===== config.mk =====
export PLATFORM = sky130hd
export DESIGN_NAME = mtrs_ctrl
export DESIGN_NICKNAME = d
export VERILOG_FILES = /design/src/mtrs_pkg.sv /design/src/mtrs_ctrl.sv
export SDC_FILE = /design/constraint.sdc
export NUM_CORES = 1
export LEC_CHECK = 0
export BUFFER_PORTS_ARGS = -buffer_cell sky130_fd_sc_hd__buf_2
export CAP_MARGIN = 30
export CORE_AREA = 2 2 39 41
export CTS_CLUSTER_DIAMETER = 200
export CTS_CLUSTER_SIZE = 10
export DETAILED_ROUTE_END_ITERATION = 12
export DIE_AREA = 0 0 41 43
export GPL_ROUTABILITY_DRIVEN = 0
export GPL_TIMING_DRIVEN = 0
export PLACE_DENSITY_LB_ADDON = 0.2
export RECOVER_POWER = 50
export REMOVE_ABC_BUFFERS = 1
export SETUP_SLACK_MARGIN = 0.02
export SYNTH_ARGS = -nofsm -noshare
export SYNTH_HDL_FRONTEND = slang
export SYNTH_SLANG_ARGS = --single-unit

===== constraint.sdc =====
create_clock -name clk -period 1.85 [get_ports clk]
set_clock_uncertainty 0.1 [all_clocks]
set_input_delay 0.2775 -clock clk [delete_from_list [all_inputs] [get_ports clk]]
set_output_delay 0.2775 -clock clk [all_outputs]
set_load 0.005 [all_outputs]

===== src/mtrs_pkg.sv =====
package mtrs_pkg;

	localparam logic [1:0] FUNC_STAGE  = 2'd0;
	localparam logic [1:0] FUNC_LAUNCH = 2'd1;
	localparam logic [1:0] FUNC_TICK   = 2'd2;
	localparam logic [1:0] FUNC_STOP   = 2'd3;

	localparam logic [1:0] ACT_OPEN  = 2'd0;
	localparam logic [1:0] ACT_CLOSE = 2'd1;
	localparam logic [1:0] ACT_SLEEP = 2'd2;

	localparam int REPORT_OUTPUTS = 16;

	typedef struct packed {
		logic [31:0] dur;
		logic [15:0] mask;
		logic [1:0]  act;
	} cmd_word_t;

	typedef struct packed {
		logic load_in;
		logic stage;
		logic launch_drop;
		logic launch_start;
		logic copy_rd;
		logic copy_wr;
		logic launch_fin;
		logic tick_start;
		logic tsel;
		logic texe;
		logic stop;
		logic out_load;
	} dp_cmd_t;

	typedef struct packed {
		logic [1:0] func;
		logic       stg_empty;
		logic       run_full;
		logic       copy_last;
		logic       k_done;
		logic       skip;
	} dp_sts_t;

endpackage


===== src/mtrs_ctrl.sv =====
module mtrs_ctrl (
	input  logic              clk,
	input  logic              arst_n,
	input  logic              req_valid,
	output logic              req_stall,
	output logic              rsp_valid,
	input  logic              rsp_stall,
	output mtrs_pkg::dp_cmd_t cmd,
	input  mtrs_pkg::dp_sts_t sts
);

	typedef enum logic [2:0] {
		ST_IDLE,
		ST_EXEC,
		ST_CP_RD,
		ST_CP_WR,
		ST_L_FIN,
		ST_T_SEL,
		ST_T_EXE,
		ST_DONE
	} state_t;

	state_t state_q;
	state_t state_d;
	logic   out_valid_q;
	logic   accept;

	assign req_stall = (state_q != ST_IDLE) || (out_valid_q && rsp_stall);
	assign accept    = req_valid && !req_stall;
	assign rsp_valid = out_valid_q;

	always_comb begin
		cmd     = '0;
		state_d = state_q;
		unique case (state_q)
			ST_IDLE: begin
				if (accept) begin
					cmd.load_in = 1'b1;
					state_d      = ST_EXEC;
				end
			end
			ST_EXEC: begin
				unique case (sts.func)
					mtrs_pkg::FUNC_STAGE: begin
						cmd.stage = 1'b1;
						state_d   = ST_DONE;
					end
					mtrs_pkg::FUNC_LAUNCH: begin
						priority if (sts.stg_empty) begin
							state_d = ST_DONE;
						end else if (sts.run_full) begin
							cmd.launch_drop = 1'b1;
							state_d         = ST_DONE;
						end else begin
							cmd.launch_start = 1'b1;
							state_d          = ST_CP_RD;
						end
					end
					mtrs_pkg::FUNC_TICK: begin
						cmd.tick_start = 1'b1;
						state_d        = ST_T_SEL;
					end
					mtrs_pkg::FUNC_STOP: begin
						cmd.stop = 1'b1;
						state_d  = ST_DONE;
					end
				endcase
			end
			ST_CP_RD: begin
				cmd.copy_rd = 1'b1;
				state_d     = ST_CP_WR;
			end
			ST_CP_WR: begin
				cmd.copy_wr = 1'b1;
				state_d     = sts.copy_last ? ST_L_FIN : ST_CP_RD;
			end
			ST_L_FIN: begin
				cmd.launch_fin = 1'b1;
				state_d        = ST_DONE;
			end
			ST_T_SEL: begin
				priority if (sts.k_done) begin
					state_d = ST_DONE;
				end else begin
					cmd.tsel = 1'b1;
					state_d  = sts.skip ? ST_T_SEL : ST_T_EXE;
				end
			end
			ST_T_EXE: begin
				cmd.texe = 1'b1;
				state_d  = ST_T_SEL;
			end
			ST_DONE: begin
				cmd.out_load = 1'b1;
				state_d      = ST_IDLE;
			end
			default: state_d = ST_IDLE;
		endcase
	end

	always_ff @(posedge clk or negedge arst_n) begin
		if (!arst_n) begin
			state_q     <= ST_IDLE;
			out_valid_q <= 1'b0;
		end else begin
			state_q <= state_d;
			if (state_q == ST_DONE) begin
				out_valid_q <= 1'b1;
			end else if (out_valid_q && !rsp_stall) begin
				out_valid_q <= 1'b0;
			end
		end
	end

`ifndef ASSERT_OFF
	a_done_slot_free: assert property (@(posedge clk) disable iff (!arst_n)
		state_q == ST_DONE |-> !out_valid_q)
		else $error("result loaded while previous item still held");

	a_valid_from_done: assert property (@(posedge clk) disable iff (!arst_n)
		$rose(out_valid_q) |-> $past(state_q == ST_DONE))
		else $error("result valid without completion");

	a_exe_after_sel: assert property (@(posedge clk) disable iff (!arst_n)
		state_q == ST_T_EXE |-> $past(state_q == ST_T_SEL))
		else $error("task execute without select");

	a_cmd_onehot: assert property (@(posedge clk) disable iff (!arst_n)
		$onehot0(cmd))
		else $error("more than one datapath command");
`endif

endmodule


==> results.md <==
* Multiplexer area fraction after synthesis at 0%
* Required @ worst endpoint at between 1 and 1.5 ns
* First-pass GRT wire length at 1500 um
* CP Capture Type: output port
* CP max FO at 5
* Cell family with most CP delay: simple AND/OR/NAND/NOR gates
* 1st-pass router iterations at 2
* Layout cell share with drive strength beyond 1 at approximately half
* Internal at ~420 uW
* DP HPWL at around 620 um
* Routed wire per std cell at 10.7 um
* Starting Density at roughly a quarter
* Power share of the combinational group at 61.6%
* Initial antenna violation count at 0
* Adder-cell share of the synthesized area at 0%
* Setup tns final at 0 ns
* Reg2reg end: state_q[0]$_DFFE_PN0P_
* Rows at 14
* RSZ-0062 raised after global routing: no
* Crit-path cells: or3b_4, nor3_1, buf_2
* I/O pin total at 25
* Worst Path Buf+Inv at 1
* Syn_area_per_cell at 7.79 um^2
* CTS buffer count at 3
* Sequential power share at roughly a quarter
* Worst Path Arrival at about 1.4 ns
* Worst hold endpoint: state_q[0]$_DFFE_PN0P_
* Synthesized instance count at 45
* Number of max-cap violations at 0
* Worst setup SP type: flip-flop
* Die Span Y at 43 um
* Grt ovf at 0
* RR Startpoint: state_q[2]$_DFFE_PN0P_
* Final Max Tran Viols at 0
* Synth cell types at 23
* Vias at slightly above 400
* Via density at between 4 and 5
* CORE AREA at 1380 um^2
* Crit path time final at around 1.7 ns
* Syn. warnings at 0
* Worst hold-check path type: input pin to flip-flop
* Worst setup path class: flip-flop to output port
* Most frequent cells in the layout: 21 x buf_2, 5 x nand2_1, 5 x nor3_1, 4 x nor2_1
* Clock root buffer: clkbuf_4
* Number of global-route vias before repair at roughly 360
* Register Area at between 100 and 150 um^2
* Switching portion of total power at roughly two fifths
* Sw Pwr at between 200 and 300 uW
* 1st-iter DRT viols at 7
* Setup violations, final at 0
* Clk network pwr share at approximately 15%
* Number of port buffers at 24
* Hold slack at approximately 0.21 ns
* GRT Overall Usage at between 10% and 20%
* Chip width at 41 um
* CTS tree: built
* H-tree Lvls at 1
* Peak VDD IR at 0.322 mV
* Largest net degree at the start of global routing at 15
* Post-synthesis compound-gate area fraction at around 11%
* Power Density at around 1300 nW/um^2
* Share of the synthesized area in the top cell type at between 20% and 30%
* Top post-synthesis cells by area: dfrtp_1 29%, nor3_1 8.6%, nand3b_1 6.4%
* Mapped cell area at 350 um^2
* Final Hold Vio Count at 0
* Top cell type by total area after synthesis: dfrtp_1
* #FFs+latches synth at 4
* Fill cells at about 150
* Hold_sp: req_valid
* Outcome: completed
* R2R cell count at 4
* Largest family of logic cells by synthesized area: simple AND/OR/NAND/NOR gates
* Simple-gate share of the synthesized area at a little over half
* Xor/xnor cell area share of the yosys netlist at 0%
* Clk_lat worst skew at 0.23 ns
* Clock-pin slew on the worst setup and hold paths at ~0.040 ns
* WHS Path Cells at 3
* Most common cell after layout, fill and taps aside: buf_2
* Clock sinks at 4
* Detail Route Antenna Nets at 0
* Slew @ Worst Pin at around 0.19 ns
* CTS max path bufs at 2
* Die Area at roughly 1800 um^2
* Synth-to-layout area growth at 52.9%
* Multi-input logic area at between 200 and 250 um^2
* Leakage at roughly 0.27 nW
* Slowest-stage cell, CP: or3b_4
* Max stage delay on crit path at about 0.42 ns
* Nets at 86
* Period utilisation layout at 93.8%
* Fmax at about 580 MHz
* Register area share after synthesis at approximately 29%
* Post-route DRC at 0
* R2R Setup Slk at approximately 0.59 ns
* Post-Route WL at approximately 950 um
* Slew Limit Headroom at between 80% and 90%
* Ant. Diodes at 0
[timing repair]
action | in CTS | in global routing
hold buffers | 1 | 0
endpoints found under the setup margin | 5 | 1
gates resized for setup | 4 | 1
hold endpoints to repair | 4 | 0
gates cloned | 0 | 0
setup buffers | 3 | 0
[how the worst max path moves through the flow]
| stage | cells past startpoint | startpoint | endpoint |
|---|---|---|---|
| 3_5_place_dp | 3 | state_q[0]$_DFFE_PN0P_ | cmd[9] |
| 6_report | 3 | state_q[2]$_DFFE_PN0P_ | cmd[9] |
| 5_1_grt | 3 | state_q[2]$_DFFE_PN0P_ | cmd[9] |
| 3_3_place_gp | 3 | state_q[0]$_DFFE_PN0P_ | cmd[9] |
| 2_1_floorplan | 2 | state_q[2]$_DFFE_PN0P_ | cmd[9] |
| 4_1_cts | 4 | state_q[2]$_DFFE_PN0P_ | cmd[11] |
[cells by family (layout without fill, tap and decap cells)]
family | after synthesis | after routing
AOI/OAI and AO/OA | 6 | 6
buffers and inverters | 5 | 33
DFF | 4 | 4
and+or+nand+nor | 30 | 30
[area by class of cell]
| type | count | share of cell area, % |
|---|---|---|
| Clock buffer | 3 | 4.21 |
| Inverter | 2 | 1.40 |
| Multi-Input combinational cell | 36 | 43.2 |
| Sequential cell | 4 | 19.4 |
| Tap cell | 16 | 3.74 |
| Timing Repair Buffer | 28 | 28.0 |
[per-layer routing]
layer | routed length [um] | GRT usage [%]
met1 | 444 | 15.8
met4 | 0 | 8.00
met5 | 0 | 0
met3 | 51 | 1.57
met2 | 457 | 18.8
[state kept, by name (all words and copies together) (netlist names)]
name	count
state_q	3
rsp_valid	1
[Yosys cell counts]
cell,number
nor2_1,4
nor3b_2,1
a211oi_1,1
nand2b_1,1
or2b_2,1
inv_1,2
o22ai_1,1
nor4bb_1,1
a21oi_1,1
or3b_2,1
and3_1,2
o21a_1,1
nor3b_1,3
clkbuf_1,2
dfrtp_1,4
a31o_2,1
or4b_4,1
nor3_1,6
buf_4,1
nor2b_1,1
o21ai_0,1
nand3b_1,3
nand2_1,5
[metrics by stage]
step	worst slack, ns	cell area (um^2)	std cells	util, %	power (mW)
after floorplan	0.240	335	42	-	0.393
after global placement	0.0553	475	82	34.4	0.519
after detailed placement	0.0585	475	82	34.4	0.524
after CTS	0.0405	537	89	38.8	0.707
after global routing	0.0300	536	89	38.7	0.780
final	0.115	536	89	38.7	0.704
[power groups by stage]
| stage | combinational [mW] | sequential (mW) | clock (mW) |
|---|---|---|---|
| floorplan | 0.178 | 0.215 | 0 |
| global placement | 0.276 | 0.244 | 0 |
| detailed placement | 0.279 | 0.245 | 0 |
| CTS | 0.431 | 0.165 | 0.111 |
| global route | 0.491 | 0.172 | 0.117 |
| finish | 0.433 | 0.165 | 0.106 |
[worst reg2reg max path, delay by kind of cell, from the launching register on]
family,cells,cell delay (ns)
buffers and inverters,1,0.18
flip-flops,1,0.40
AO/OA/AOI/OAI,2,0.33
AND/OR/NAND/NOR,1,0.15
Note: power is estimated with default switching activity, not from simulation.
